[src/rtl/lzsd_pkg.sv]
// Shared constants, types and helpers of the LZMA stream decoder.
package lzsd_pkg;

	localparam int unsigned WINDOW_BYTES = 65536;
	localparam int unsigned PROB_ENTRIES = 32768;
	localparam int unsigned WIN_AW = $clog2(WINDOW_BYTES);
	localparam int unsigned PROB_AW = $clog2(PROB_ENTRIES);
	localparam int unsigned PROB_W = 11;

	localparam logic [31:0] TOP_VALUE = 32'h0100_0000;
	localparam logic [11:0] PROB_ONE = 12'h800;
	localparam logic [10:0] PROB_INIT = 11'd1024;

	// Probability table layout (15-bit index space)
	localparam logic [14:0] LIT_BASE = 15'h738;
	localparam logic [14:0] LIT_SPAN = 15'h300;
	localparam logic [14:0] IS_REP = 15'h0C0;
	localparam logic [14:0] IS_REP_G0 = 15'h0CC;
	localparam logic [14:0] IS_REP_G1 = 15'h0D8;
	localparam logic [14:0] IS_REP_G2 = 15'h0E4;
	localparam logic [14:0] IS_REP0_LONG = 15'h0F0;
	localparam logic [14:0] POS_SLOT = 15'h1B0;
	localparam logic [14:0] SPEC_POS = 15'h2B0;
	localparam logic [14:0] ALIGN_BASE = 15'h322;
	localparam logic [14:0] LEN_CODER = 15'h332;
	localparam logic [14:0] REP_LEN_CODER = 15'h534;

	// Opcodes
	localparam logic [1:0] OP_START = 2'd0;
	localparam logic [1:0] OP_SUPPLY = 2'd1;
	localparam logic [1:0] OP_PULL = 2'd2;

	// Result status codes
	localparam logic [2:0] ST_BYTE = 3'd0;
	localparam logic [2:0] ST_NEED = 3'd1;
	localparam logic [2:0] ST_ACCEPT = 3'd2;
	localparam logic [2:0] ST_FINISHED = 3'd3;
	localparam logic [2:0] ST_DATA_ERR = 3'd4;
	localparam logic [2:0] ST_BAD_PROP = 3'd5;

	// Configuration register indexes
	localparam logic [1:0] CFG_LC = 2'd0;
	localparam logic [1:0] CFG_LP = 2'd1;
	localparam logic [1:0] CFG_PB = 2'd2;
	localparam logic [1:0] CFG_OUT_LEN = 2'd3;

	typedef struct packed {
		logic [1:0] opcode;
		logic [7:0] in_byte;
	} item_t;

	typedef struct packed {
		logic [7:0] out_byte;
		logic [2:0] status;
		logic last_byte;
	} result_t;

	typedef struct packed {
		logic [3:0] lc;
		logic [2:0] lp;
		logic [2:0] pb;
		logic [31:0] out_len;
	} cfg_t;

	typedef struct packed {
		logic we;
		logic [PROB_AW-1:0] waddr;
		logic [PROB_W-1:0] wdata;
		logic [PROB_AW-1:0] raddr;
	} prob_port_t;

	typedef struct packed {
		logic we;
		logic [WIN_AW-1:0] waddr;
		logic [7:0] wdata;
		logic [WIN_AW-1:0] raddr;
	} hist_port_t;

	typedef enum logic [4:0] {
		RP_IDLE, RP_HEADER, RP_ITEM, RP_LIT, RP_MLIT, RP_ISREP, RP_G0, RP_R0L,
		RP_G1, RP_G2, RP_LENC, RP_LENC2, RP_LENT, RP_SLOT, RP_DIRECT, RP_REV,
		RP_COPY, RP_DONE, RP_ERROR, RP_BADPROP
	} rp_t;

	typedef enum logic [3:0] {
		S_WAIT, S_CLEAR, S_RUN, S_STEP, S_PEXEC, S_HREAD, S_HDATA, S_DIST, S_EMIT
	} seq_t;

	function automatic logic [2:0] run_condition(input rp_t rp);
		logic [2:0] st;
		case (rp)
			RP_IDLE, RP_DONE: st = ST_FINISHED;
			RP_ERROR: st = ST_DATA_ERR;
			RP_BADPROP: st = ST_BAD_PROP;
			default: st = ST_ACCEPT;
		endcase
		return st;
	endfunction

endpackage

[src/rtl/lzsd_ctrl.sv]
// Decode sequencer: range decoder, LZ state machine and result register.
module lzsd_ctrl (
	input logic clk,
	input logic arst_n,
	input logic item_valid,
	output logic item_ready,
	input lzsd_pkg::item_t item,
	output logic result_valid,
	input logic result_ready,
	output lzsd_pkg::result_t result,
	input lzsd_pkg::cfg_t cfg,
	output lzsd_pkg::prob_port_t prob_port,
	input logic [lzsd_pkg::PROB_W-1:0] prob_rdata,
	output lzsd_pkg::hist_port_t hist_port,
	input logic [7:0] hist_rdata
);
	import lzsd_pkg::*;

	// Control registers
	seq_t seq_q, seq_d;
	rp_t rp_q, rp_d;
	logic holdf_q, holdf_d;
	logic outv_q;
	result_t res_q, res_n;
	logic load_res;

	// Decoder state registers
	logic [31:0] range_q, range_d, code_q, code_d, pos_q, pos_d;
	logic [31:0] rep_q [4];
	logic [31:0] rep_d [4];
	logic [2:0] hdr_q, hdr_d;
	logic [3:0] lzs_q, lzs_d;
	logic [7:0] prev_q, prev_d, hold_q, hold_d, ebyte_q, ebyte_d;
	logic [8:0] pend_q, pend_d, sym_q, sym_d, mlen_q, mlen_d;
	logic [3:0] lc_q, lc_d;
	logic [2:0] lp_q, lp_d, pb_q, pb_d;
	logic [14:0] tbase_q, tbase_d, pidx_q, pidx_d, clr_q, clr_d, used_q, used_d;
	logic [4:0] left_q, left_d, loff_q, loff_d;
	logic [16:0] mbits_q, mbits_d;
	logic [5:0] wt_q, wt_d;
	logic hk_q, hk_d, dinc_q, dinc_d;

	// Shared datapath terms
	logic [3:0] pbmask, lpmask, ps;
	logic [4:0] lit_ctx, prop_sum;
	logic [14:0] lit_base, sidx;
	logic [16:0] mbits_n, used17;
	logic [31:0] split, range_bit, code_bit, hist_back, dist_val, rsh, rng_half;
	logic bitv;
	logic [10:0] pv_upd;
	logic [8:0] symn_lit, mlen_n;
	logic [6:0] symn_slot;
	logic [5:0] symn_rev, slot;
	logic [4:0] left_n, nd;
	logic props_bad;

	assign pbmask = 4'((5'd1 << pb_q) - 5'd1);
	assign lpmask = 4'((5'd1 << lp_q) - 5'd1);
	assign ps = pos_q[3:0] & pbmask;
	assign lit_ctx = 5'(9'(pos_q[3:0] & lpmask) << lc_q) + 5'(prev_q >> (4'd8 - lc_q));
	assign lit_base = LIT_BASE + (15'(lit_ctx) << 9) + (15'(lit_ctx) << 8);
	assign mbits_n = {mbits_q[15:0], 1'b0};

	// Range decoder bit on the probability read last cycle
	assign split = 32'(range_q[31:11]) * 32'(prob_rdata);
	assign bitv = (code_q >= split);
	assign range_bit = bitv ? (range_q - split) : split;
	assign code_bit = bitv ? (code_q - split) : code_q;
	assign pv_upd = bitv ? (prob_rdata - (prob_rdata >> 5))
		: (prob_rdata + 11'((PROB_ONE - 12'(prob_rdata)) >> 5));

	assign symn_lit = {sym_q[7:0], bitv};
	assign symn_slot = {sym_q[5:0], bitv};
	assign symn_rev = {sym_q[4:0], bitv};
	assign slot = symn_slot[5:0];
	assign nd = 5'(slot[5:1]) - 5'd1;
	assign rsh = 32'({1'b1, slot[0]}) << nd;
	assign left_n = left_q - 5'd1;
	assign mlen_n = 9'(loff_q) + ((loff_q == 5'd16) ? 9'(symn_lit[7:0]) : 9'(symn_lit[2:0]));
	assign hist_back = pos_q - rep_q[0];
	assign dist_val = dinc_q ? (rep_q[0] + 32'd1) : rep_q[0];
	assign rng_half = range_q >> 1;

	assign prop_sum = 5'(cfg.lc) + 5'(cfg.lp);
	assign used17 = 17'(LIT_BASE) + (17'(LIT_SPAN) << prop_sum[2:0]);
	assign props_bad = (cfg.lc > 4'd8) || (cfg.lp > 3'd4) || (cfg.pb > 3'd4)
		|| (prop_sum > 5'd5) || (used17 > 17'(PROB_ENTRIES));

	// Probability index of the current phase
	always_comb begin
		case (rp_q)
			RP_ITEM: sidx = 15'({lzs_q, ps});
			RP_MLIT: sidx = tbase_q + 15'h100 + 15'({mbits_n[8], 8'h00}) + 15'(sym_q);
			RP_ISREP: sidx = IS_REP + 15'(lzs_q);
			RP_G0: sidx = IS_REP_G0 + 15'(lzs_q);
			RP_R0L: sidx = IS_REP0_LONG + 15'({lzs_q, ps});
			RP_G1: sidx = IS_REP_G1 + 15'(lzs_q);
			RP_G2: sidx = IS_REP_G2 + 15'(lzs_q);
			RP_LENC: sidx = tbase_q;
			RP_LENC2: sidx = tbase_q + 15'd1;
			default: sidx = tbase_q + 15'(sym_q);
		endcase
	end

	// Next state
	always_comb begin
		seq_d = seq_q; rp_d = rp_q; holdf_d = holdf_q;
		load_res = 1'b0;
		res_n = '{out_byte: 8'd0, status: ST_ACCEPT, last_byte: 1'b0};
		range_d = range_q; code_d = code_q; pos_d = pos_q;
		for (int i = 0; i < 4; i++) rep_d[i] = rep_q[i];
		hdr_d = hdr_q; lzs_d = lzs_q; prev_d = prev_q; hold_d = hold_q; ebyte_d = ebyte_q;
		pend_d = pend_q; sym_d = sym_q; mlen_d = mlen_q;
		lc_d = lc_q; lp_d = lp_q; pb_d = pb_q;
		tbase_d = tbase_q; pidx_d = pidx_q; clr_d = clr_q; used_d = used_q;
		left_d = left_q; loff_d = loff_q; mbits_d = mbits_q; wt_d = wt_q;
		hk_d = hk_q; dinc_d = dinc_q;

		case (seq_q)
			S_WAIT: begin
				if (item_valid && item_ready) begin
					case (item.opcode)
						OP_START: begin
							range_d = '1; code_d = '0; hdr_d = '0; lzs_d = '0;
							for (int i = 0; i < 4; i++) rep_d[i] = 32'd1;
							pos_d = '0; prev_d = '0; pend_d = '0; sym_d = '0;
							holdf_d = 1'b0;
							if (props_bad) begin
								rp_d = RP_BADPROP;
								load_res = 1'b1;
								res_n.status = ST_BAD_PROP;
							end else begin
								lc_d = cfg.lc; lp_d = cfg.lp; pb_d = cfg.pb;
								used_d = used17[14:0];
								clr_d = '0;
								rp_d = RP_HEADER;
								seq_d = S_CLEAR;
							end
						end
						OP_PULL: seq_d = S_RUN;
						default: begin
							load_res = 1'b1;
							res_n.status = run_condition(rp_q);
							if (item.opcode == OP_SUPPLY && run_condition(rp_q) == ST_ACCEPT
									&& !holdf_q) begin
								hold_d = item.in_byte;
								holdf_d = 1'b1;
							end
						end
					endcase
				end
			end
			S_CLEAR: begin
				clr_d = clr_q + 15'd1;
				if (clr_q == used_q - 15'd1) begin
					load_res = 1'b1;
					res_n.status = ST_ACCEPT;
					seq_d = S_WAIT;
				end
			end
			S_RUN: begin
				case (rp_q)
					RP_IDLE, RP_DONE, RP_ERROR, RP_BADPROP: begin
						load_res = 1'b1;
						res_n.status = run_condition(rp_q);
						seq_d = S_WAIT;
					end
					RP_HEADER: begin
						if (!holdf_q) begin
							load_res = 1'b1;
							res_n.status = ST_NEED;
							seq_d = S_WAIT;
						end else begin
							code_d = {code_q[23:0], hold_q};
							holdf_d = 1'b0;
							hdr_d = hdr_q + 3'd1;
							if (hdr_q >= 3'd4) rp_d = RP_ITEM;
						end
					end
					RP_COPY: begin
						if (pend_q == '0) begin
							rp_d = RP_ITEM;
						end else if (pos_q >= cfg.out_len) begin
							rp_d = RP_DONE;
						end else begin
							pend_d = pend_q - 9'd1;
							hk_d = 1'b1;
							seq_d = S_HREAD;
						end
					end
					default: begin
						if (rp_q == RP_ITEM && pos_q >= cfg.out_len) begin
							rp_d = RP_DONE;
						end else if (range_q < TOP_VALUE) begin
							if (!holdf_q) begin
								load_res = 1'b1;
								res_n.status = ST_NEED;
								seq_d = S_WAIT;
							end else begin
								range_d = {range_q[23:0], 8'h00};
								code_d = {code_q[23:0], hold_q};
								holdf_d = 1'b0;
								seq_d = S_STEP;
							end
						end else begin
							seq_d = S_STEP;
						end
					end
				endcase
			end
			S_STEP: begin
				seq_d = S_RUN;
				case (rp_q)
					RP_DIRECT: begin
						range_d = rng_half;
						rep_d[0] = {rep_q[0][30:0], 1'b0};
						if (code_q >= rng_half) begin
							code_d = code_q - rng_half;
							rep_d[0] = {rep_q[0][30:0], 1'b1};
						end
						left_d = left_n;
						if (left_n == '0) begin
							rep_d[0] = {rep_d[0][27:0], 4'h0};
							tbase_d = ALIGN_BASE;
							left_d = 5'd4;
							sym_d = 9'd1;
							wt_d = 6'd1;
							rp_d = RP_REV;
						end
					end
					RP_ITEM, RP_MLIT, RP_LIT, RP_ISREP, RP_G0, RP_R0L, RP_G1, RP_G2,
					RP_LENC, RP_LENC2, RP_LENT, RP_SLOT, RP_REV: begin
						pidx_d = sidx;
						if (rp_q == RP_MLIT) mbits_d = mbits_n;
						seq_d = S_PEXEC;
					end
					default: rp_d = RP_ERROR;
				endcase
			end
			S_PEXEC: begin
				range_d = range_bit;
				code_d = code_bit;
				seq_d = S_RUN;
				case (rp_q)
					RP_ITEM: begin
						if (!bitv) begin
							sym_d = 9'd1;
							tbase_d = lit_base;
							if (lzs_q >= 4'd7) begin
								rp_d = RP_MLIT;
								hk_d = 1'b0;
								seq_d = S_HREAD;
							end else begin
								rp_d = RP_LIT;
							end
						end else begin
							rp_d = RP_ISREP;
						end
					end
					RP_MLIT, RP_LIT: begin
						sym_d = symn_lit;
						if (symn_lit[8]) begin
							ebyte_d = symn_lit[7:0];
							lzs_d = (lzs_q < 4'd4) ? 4'd0
								: ((lzs_q < 4'd10) ? lzs_q - 4'd3 : lzs_q - 4'd6);
							rp_d = RP_ITEM;
							seq_d = S_EMIT;
						end else if (rp_q == RP_MLIT && bitv != mbits_q[8]) begin
							rp_d = RP_LIT;
						end
					end
					RP_ISREP: begin
						if (!bitv) begin
							rep_d[3] = rep_q[2];
							rep_d[2] = rep_q[1];
							rep_d[1] = rep_q[0];
							lzs_d = (lzs_q < 4'd7) ? 4'd0 : 4'd3;
							tbase_d = LEN_CODER;
							rp_d = RP_LENC;
						end else begin
							rp_d = RP_G0;
						end
					end
					RP_G0: rp_d = bitv ? RP_G1 : RP_R0L;
					RP_R0L: begin
						if (!bitv) begin
							if (pos_q == '0 || rep_q[0] > pos_q) begin
								rp_d = RP_ERROR;
							end else begin
								lzs_d = (lzs_q < 4'd7) ? 4'd9 : 4'd11;
								hk_d = 1'b1;
								rp_d = RP_ITEM;
								seq_d = S_HREAD;
							end
						end else begin
							lzs_d = (lzs_q < 4'd7) ? 4'd8 : 4'd11;
							tbase_d = REP_LEN_CODER;
							rp_d = RP_LENC;
						end
					end
					RP_G1: begin
						if (!bitv) begin
							rep_d[1] = rep_q[0];
							rep_d[0] = rep_q[1];
							lzs_d = (lzs_q < 4'd7) ? 4'd8 : 4'd11;
							tbase_d = REP_LEN_CODER;
							rp_d = RP_LENC;
						end else begin
							rp_d = RP_G2;
						end
					end
					RP_G2: begin
						if (!bitv) begin
							rep_d[0] = rep_q[2];
						end else begin
							rep_d[0] = rep_q[3];
							rep_d[3] = rep_q[2];
						end
						rep_d[2] = rep_q[1];
						rep_d[1] = rep_q[0];
						lzs_d = (lzs_q < 4'd7) ? 4'd8 : 4'd11;
						tbase_d = REP_LEN_CODER;
						rp_d = RP_LENC;
					end
					RP_LENC: begin
						if (!bitv) begin
							tbase_d = tbase_q + 15'd2 + (15'(ps) << 3);
							loff_d = 5'd0;
							left_d = 5'd3;
							sym_d = 9'd1;
							rp_d = RP_LENT;
						end else begin
							rp_d = RP_LENC2;
						end
					end
					RP_LENC2: begin
						if (!bitv) begin
							tbase_d = tbase_q + 15'h82 + (15'(ps) << 3);
							loff_d = 5'd8;
							left_d = 5'd3;
						end else begin
							tbase_d = tbase_q + 15'h102;
							loff_d = 5'd16;
							left_d = 5'd8;
						end
						sym_d = 9'd1;
						rp_d = RP_LENT;
					end
					RP_LENT: begin
						sym_d = symn_lit;
						left_d = left_n;
						if (left_n == '0) begin
							mlen_d = mlen_n;
							if (lzs_q < 4'd4) begin
								lzs_d = lzs_q + 4'd7;
								tbase_d = POS_SLOT
									+ (15'((mlen_n < 9'd4) ? mlen_n[1:0] : 2'd3) << 6);
								sym_d = 9'd1;
								left_d = 5'd6;
								rp_d = RP_SLOT;
							end else begin
								dinc_d = 1'b0;
								seq_d = S_DIST;
							end
						end
					end
					RP_SLOT: begin
						sym_d = 9'(symn_slot);
						left_d = left_n;
						if (left_n == '0) begin
							if (slot < 6'd4) begin
								rep_d[0] = 32'(slot);
								dinc_d = 1'b1;
								seq_d = S_DIST;
							end else begin
								sym_d = 9'd1;
								wt_d = 6'd1;
								if (slot < 6'd14) begin
									rep_d[0] = rsh;
									tbase_d = SPEC_POS + rsh[14:0] - 15'(slot) - 15'd1;
									left_d = nd;
									rp_d = RP_REV;
								end else begin
									rep_d[0] = 32'({1'b1, slot[0]});
									left_d = nd - 5'd4;
									rp_d = RP_DIRECT;
								end
							end
						end
					end
					RP_REV: begin
						sym_d = 9'(symn_rev);
						if (bitv) rep_d[0] = rep_q[0] | 32'(wt_q);
						wt_d = {wt_q[4:0], 1'b0};
						left_d = left_n;
						if (left_n == '0) begin
							dinc_d = 1'b1;
							seq_d = S_DIST;
						end
					end
					default: rp_d = RP_ERROR;
				endcase
			end
			S_DIST: begin
				seq_d = S_RUN;
				if (dinc_q) rep_d[0] = dist_val;
				if (dinc_q && dist_val == '0) begin
					rp_d = RP_DONE;
				end else if (dist_val == '0 || dist_val > pos_q
						|| dist_val > 32'(WINDOW_BYTES)) begin
					rp_d = RP_ERROR;
				end else begin
					pend_d = mlen_q + 9'd2;
					rp_d = RP_COPY;
				end
			end
			S_HREAD: seq_d = S_HDATA;
			S_HDATA: begin
				if (hk_q) begin
					ebyte_d = hist_rdata;
					seq_d = S_EMIT;
				end else begin
					mbits_d = 17'(hist_rdata);
					seq_d = S_RUN;
				end
			end
			S_EMIT: begin
				prev_d = ebyte_q;
				pos_d = pos_q + 32'd1;
				load_res = 1'b1;
				res_n.out_byte = ebyte_q;
				res_n.status = ST_BYTE;
				res_n.last_byte = ((pos_q + 32'd1) == cfg.out_len);
				seq_d = S_WAIT;
			end
			default: seq_d = S_WAIT;
		endcase
	end

	// Outputs
	always_comb begin
		item_ready = (seq_q == S_WAIT) && (!outv_q || result_ready);
		result_valid = outv_q;
		result = res_q;
		prob_port.we = (seq_q == S_PEXEC) || (seq_q == S_CLEAR);
		prob_port.waddr = (seq_q == S_CLEAR) ? clr_q[PROB_AW-1:0] : pidx_q[PROB_AW-1:0];
		prob_port.wdata = (seq_q == S_CLEAR) ? PROB_INIT : pv_upd;
		prob_port.raddr = sidx[PROB_AW-1:0];
		hist_port.we = (seq_q == S_EMIT);
		hist_port.waddr = pos_q[WIN_AW-1:0];
		hist_port.wdata = ebyte_q;
		hist_port.raddr = hist_back[WIN_AW-1:0];
	end

	always_ff @(posedge clk or negedge arst_n) begin
		if (!arst_n) begin
			seq_q <= S_WAIT;
			rp_q <= RP_IDLE;
			holdf_q <= 1'b0;
			outv_q <= 1'b0;
		end else begin
			seq_q <= seq_d;
			rp_q <= rp_d;
			holdf_q <= holdf_d;
			if (load_res) outv_q <= 1'b1;
			else if (result_ready) outv_q <= 1'b0;
		end
	end

	always_ff @(posedge clk) begin
		if (load_res) res_q <= res_n;
		range_q <= range_d; code_q <= code_d; pos_q <= pos_d;
		for (int i = 0; i < 4; i++) rep_q[i] <= rep_d[i];
		hdr_q <= hdr_d; lzs_q <= lzs_d; prev_q <= prev_d; hold_q <= hold_d;
		ebyte_q <= ebyte_d; pend_q <= pend_d; sym_q <= sym_d; mlen_q <= mlen_d;
		lc_q <= lc_d; lp_q <= lp_d; pb_q <= pb_d;
		tbase_q <= tbase_d; pidx_q <= pidx_d; clr_q <= clr_d; used_q <= used_d;
		left_q <= left_d; loff_q <= loff_d; mbits_q <= mbits_d; wt_q <= wt_d;
		hk_q <= hk_d; dinc_q <= dinc_d;
	end

endmodule

[config.mk]
export PLATFORM = sky130hd
export DESIGN_NAME = lzsd_ctrl
export DESIGN_NICKNAME = d
export VERILOG_FILES = /design/src/rtl/lzsd_pkg.sv /design/src/rtl/lzsd_ctrl.sv
export SDC_FILE = /design/constraint.sdc
export NUM_CORES = 2
export LEC_CHECK = 0
export ABC_AREA = 1
export BUFFER_PORTS_ARGS = -buffer_cell sky130_fd_sc_hd__buf_2
export CAP_MARGIN = 20
export CORE_ASPECT_RATIO = 1.75
export CORE_MARGIN = 5
export CORE_UTILIZATION = 35
export DETAILED_ROUTE_END_ITERATION = 10
export GPL_TIMING_DRIVEN = 0
export REMOVE_ABC_BUFFERS = 1
export SKIP_LAST_GASP = 1
export SYNTH_ARGS = -nofsm -noshare
export SYNTH_HDL_FRONTEND = slang
export SYNTH_SLANG_ARGS = --single-unit
[constraint.sdc]
create_clock -name clk -period 13.3 [get_ports clk]
set_input_delay 2.66 -clock clk [delete_from_list [all_inputs] [get_ports clk]]
set_output_delay 2.66 -clock clk [all_outputs]
set_load 0.01 [all_outputs]
After elaboration in Yosys (flattened, before gate mapping)

Memory sizes are Yosys's and may differ from the RTL's.
Index checks and enable logic that the tools add are counted.

Register bits after elaboration: 274
Memory bits (writable): 128
Input port bits: 75
Output and inout port bits: 97
Logic and storage cells: 523
Memories kept: 1

Memories:

| name  | words | width | read ports | clocked after Yosys merged registers in | wr ports | RTL line        | RTL |
|---|---|---|---|---|---|---|---|
| rep_q | 4     | 32    | 4          | 0                                       | 4        | lzsd_ctrl.sv:29 | `logic [31:0] rep_q [4];` |

Add/subtract/negate cells: 48
$mul: 1
Order comparisons: 20
Equal/unequal tests: 106
Shift-type cells: 6
Muxes and demuxes: 234
Bitwise operators: 5
Reductions and logical operators: 71

Operators by type and width:

| cell                                          | count |
|---|---|
| two-way mux 32 bit                            | 26 |
| case mux 32 bit (4 select lines)              | 4 |
| case mux 15 bit (9 select lines)              | 2 |
| two-way mux 128 bit                           | 2 |
| two-way mux 15 bit                            | 17 |
| case mux 96 bit (2 select lines)              | 1 |
| two-way mux 5 bit                             | 28 |
| two-way mux 9 bit                             | 15 |
| case mux 32 bit (2 select lines)              | 2 |
| case mux 64 bit (2 select lines)              | 1 |
| two-way mux 4 bit                             | 24 |
| two-way mux 96 bit                            | 1 |
| case mux 32 bit (3 select lines)              | 1 |
| inequality test 3 bit, second input constant  | 24 |
| adder 32 x 1 -> 32 bit, second input constant | 2 |
| >= comparator 32 bit                          | 2 |
| > comparator 32 bit                           | 2 |
| logical NOT 32 bit                            | 2 |
| two-way mux 64 bit                            | 1 |
| subtractor 32 bit                             | 2 |
| two-way mux 3 bit                             | 21 |
| inequality test 2 bit, second input constant  | 31 |
| case mux 15 bit (2 select lines)              | 2 |
| case mux 5 bit (12 select lines)              | 1 |
| 130 further kinds                             | 277 |

Logic depth before layout (Yosys ltp)

Depth in word-level cells: 13
Depth in mapped cells: 61
Gate-level depth less buffers: 58

Worst setup path before layout

No wires, ideal clock.

Kind: in2out
Start point: in prob_rdata[10] in the netlist's numbering
End point: out prob_port[24] in the netlist's numbering
Data arrival time: 10.999 ns
Data required time: 10.640 ns
Slack: -0.359 ns
Stages on the path: 53
Buffers on the path: 4
Path through: clkbuf_1 nand2_1 fa_1 fa_1 inv_1 fa_1 fa_1 inv_1 fa_1 inv_1 ha_1 a21oi_1 o21ai_0 a21boi_1 inv_1 a21oi_1 o21ai_1 nand3_1 (+17 left out) buf_2 o21ai_0 ha_1 nand2_1 nor2_1 a211oi_1 nor2_1 o21ai_0 nand2_1 nand2_1 inv_1 nor2_1 o21ai_0 inv_1 nor2_1 o21ai_0 nand2_1 a21oi_1

RTL lines:

| element            | RTL line        | RTL |
|---|---|---|
| start: declaration | lzsd_ctrl.sv:13 | `input logic [lzsd_pkg::PROB_W-1:0] prob_rdata,` |
| end: declaration   | lzsd_ctrl.sv:12 | `output lzsd_pkg::prob_port_t prob_port,` |

==> summary.md <==
| Metric | Value |
|---|---|
| Failing checks | `setup timing` |
| Status | `complete, but fails checks` |
| Min-Delay Path Depth | `2` |
| Synthesis-to-layout area growth | `16.0%` |
| Std-Cell Rows | `166` |
| CTS Buf Count | `44` |
| Overall die area | `approximately 120000 sq um` |
| Worst clock skew | `0.0619 ns` |
| Core area | `117000 sq um` |
| Design area | `47400 sq um` |
| WL final | `between 150 and 200 mm` |
| Antenna-violating nets left | `0` |
| Startpoint types | `input port` |
| DIE HEIGHT | `462 um` |
| Crit-path max cell delay | `between 0.5 and 0.6 ns` |
| Min-delay src | `mbits_q[6]` |
| FF-to-FF Start | `range_q[16]` |
| Die W | `between 200 and 300 um` |
| Crit path time final | `~14 ns` |
| Syn Inst Count | `5334` |
| Number of max-cap violations | `0` |
| Worst endpoint required time | `around 11 ns` |
| Drt wl/cell | `between 20 and 25 um` |
| RSZ-0062 raised after global routing | `true` |
| Initial antenna violation count | `11` |
| Drt first-iter violations | `about 2.7k` |
| Post-synthesis compound-gate area fraction | `between 10% and 20%` |
| Fin crit share | `102%` |
| Slew Viols, Final | `0` |
| # H-tree levels | `2` |
| Post-synthesis cell area | `40900 sq um` |
| Max Buffers Root-to-Sink | `3` |
| WP buf/inv | `15` |
| Worst rel slew slack | `about a quarter` |
| CP delay by family, top | `adder cells` |
| Post-Synth Simple-Gate Area | `20.9%` |
| Vias in the first global route | `between 40k and 50k` |
| Largest net degree at the start of global routing | `107` |
| Main combinational cell family by area after synthesis | `simple AND/OR/NAND/NOR gates` |
| Total congestion overflow | `0` |
| First-pass GRT wire length | `about 240 mm` |
| Reg2Reg Setup Slack | `2.37 ns` |
| Portion of netlist area occupied by mux cells | `0.0490%` |
| Slew @ Worst Pin | `between 1 and 1.5 ns` |
| Cell Area, Placed | `~44000 sq um` |
| Crit Path Class | `input port to output port` |
| Initial core utilization | `35.1%` |
| Clk_lat worst skew | `0.64 ns` |
| Nets | `just over 6k` |
| TritonRoute pass-1 iters | `6` |
| Post-CTS Hold Buffers | `0` |
| Sequential area share after synthesis | `28.6%` |
| Netlist cell types | `slightly above 70` |
| Reg-to-Reg End | `tbase_q[14]` |
| Vias per cell | `5.53` |
| CTS Sinks | `between 300 and 400` |
| F_max | `around 0.074 GHz` |
| CTS tree | `yes` |
| Met3 Usage GRT | `3.09%` |
| FFs w/ async S/R, synth | `under 10%` |
| Total global-route track usage | `about 25%` |
| Adder-cell share of the synthesized area | `slightly above 20%` |
| Clock slew at the register clock pins of the worst setup and hold paths | `~0.06 ns` |
| R2R depth | `53` |
| Crit end category | `output port` |
| Final hold vios | `0` |
| Num ports | `about 170` |
| Worst Slack Setup Final | `-0.271 ns` |
| PortBufs | `between 150 and 200` |
| DR vias | `~39k` |
| Post-synth EDFFs | `380` |
| Layout cells sized above 1 | `a little under an eighth` |
| Final setup viols | `3` |
| Ys Warns | `0` |
| GPL Wtd Cong | `0.973` |
| Post-Synth XOR/XNOR Area | `4.28%` |
| DRC | `0` |
| M1 GR Usage | `between 20% and 30%` |
| Fillcell total | `~12k` |
| CP max FO | `6` |
| Most Crowded Layer GR | `met2` |
| GR Layer Usage met2 | `between 40% and 50%` |
| Main flop type after synthesis | `edfxtp_1` |
| Post-DP HPWL | `approximately 120 mm` |
| Hold Crit Endpoint | `mbits_q[7]` |
| Type of the tightest min-delay check | `flip-flop to flip-flop` |
| CP Data Arrival Time | `10.91 ns` |
| Slowest CP cell | `fa_1` |
| Syn Area/Cell | `between 7 and 8 sq um` |
| Yosys reg bits | `slightly below 400` |
| Clk root buf | `clkbuf_16` |
-- routing by layer --
layer | vias to the layer above | wire length (um)
met5 | - | 12
met4 | 2 | 16800
met3 | 656 | 8700
met2 | 1580 | 81800
met1 | 18694 | 51300
li1 | 18120 | -
-- sequential cells by signal (all words and copies together) (netlist names), 12 cells and up --
signal	flops
range_q	32
rep_q	128
tbase_q	15
pos_q	32
code_q	32
result	12
clr_q	15
pidx_q	15
-- cell usage after synthesis, types with 65 or more instances --
library cell / n / area [sq um]
inv_1: 967 / 3630
clkbuf_1: 132 / 495
nor3_1: 114 / 571
nand2_1: 991 / 3720
a21oi_1: 321 / 1610
nand3_1: 182 / 911
o21ai_0: 266 / 1330
xor2_1: 151 / 1320
nor2_1: 546 / 2050
ha_1: 378 / 4730
fa_1: 183 / 3660
edfxtp_1: 380 / 11400
nand4_1: 65 / 407
-- logic make-up after synthesis --
group / after synthesis
AND/OR/NAND/NOR: 2024
flip-flops: 391
buffers and inverters: 1158
adder cells (fa/ha/maj): 561
multiplexers: 2
XOR/XNOR: 200
AO/OA/AOI/OAI: 998
-- worst max path at each step --
| stage | cells past startpoint | endpoint | start |
|---|---|---|---|
| floorplan | 51 | prob_port[24] | prob_rdata[7] |
| global route | 55 | prob_port[25] | prob_rdata[8] |
| CTS | 55 | prob_port[25] | prob_rdata[2] |
| finish | 54 | prob_port[23] | prob_rdata[2] |
| detailed placement | 50 | prob_port[24] | prob_rdata[10] |
| global placement | 37 | rep_q[1][31] | prob_rdata[10] |
-- metrics by stage --
| step | TNS (ns) | hold slack [ns] | instances | utilization, % | setup WS, ns |
|---|---|---|---|---|---|
| final | -0.697 | 0.513 | 7061 | 40.7 | -0.271 |
| after CTS | -0.988 | 0.514 | 7040 | 40.3 | -0.360 |
| after floorplan | -1.96 | 0.487 | 5167 | - | -0.551 |
| after detailed placement | -38.47 | 0.499 | 6889 | 37.5 | -3.08 |
| after global routing | -2.25 | 0.539 | 7056 | 40.7 | -0.695 |
| after global placement | -801.41 | 0.497 | 6850 | 36.8 | -4.92 |
-- worst min-delay path: cells and delay by family, from the launching register on --
kind          cells  cell delay (ns)
simple gates      2             0.09
flops             1             0.32
-- placed cells by master, fill, tap and decap left out, types with 52 or more instances in the layout --
cell type and instances:
ha_1 351, buf_4 73, buf_2 164, nand3_1 176
nor3_1 108, nor2_1 529, inv_1 935, fa_1 173
o21ai_0 254, o221ai_1 52, a21oi_1 301, xor2_1 144
o211ai_1 61, nand4_1 65, edfxtp_1 380, nand2_1 941
-- area by class of cell --
type	instances	area, sq um	share of cell area [%]
clock buffer	48	1120	2.35
tap	1512	1890	3.99
sequential	391	11700	24.6
multi-input combinational	3787	26000	54.7
inverter	991	3740	7.88
antenna	6	15.0	0.0317
clock inverter	33	338	0.712
timing repair buffer	293	2690	5.68
-- timing repair --
action                     CTS  global route
pin swaps                  100            55
gates resized for setup    229            72
setup endpoints to repair   17             7
buffers inserted            55            10
cloned                      16             4
Power is left out: the tool's default activity adds up to more than one toggle a clock period on the data nets, which glitch-free logic cannot reach.
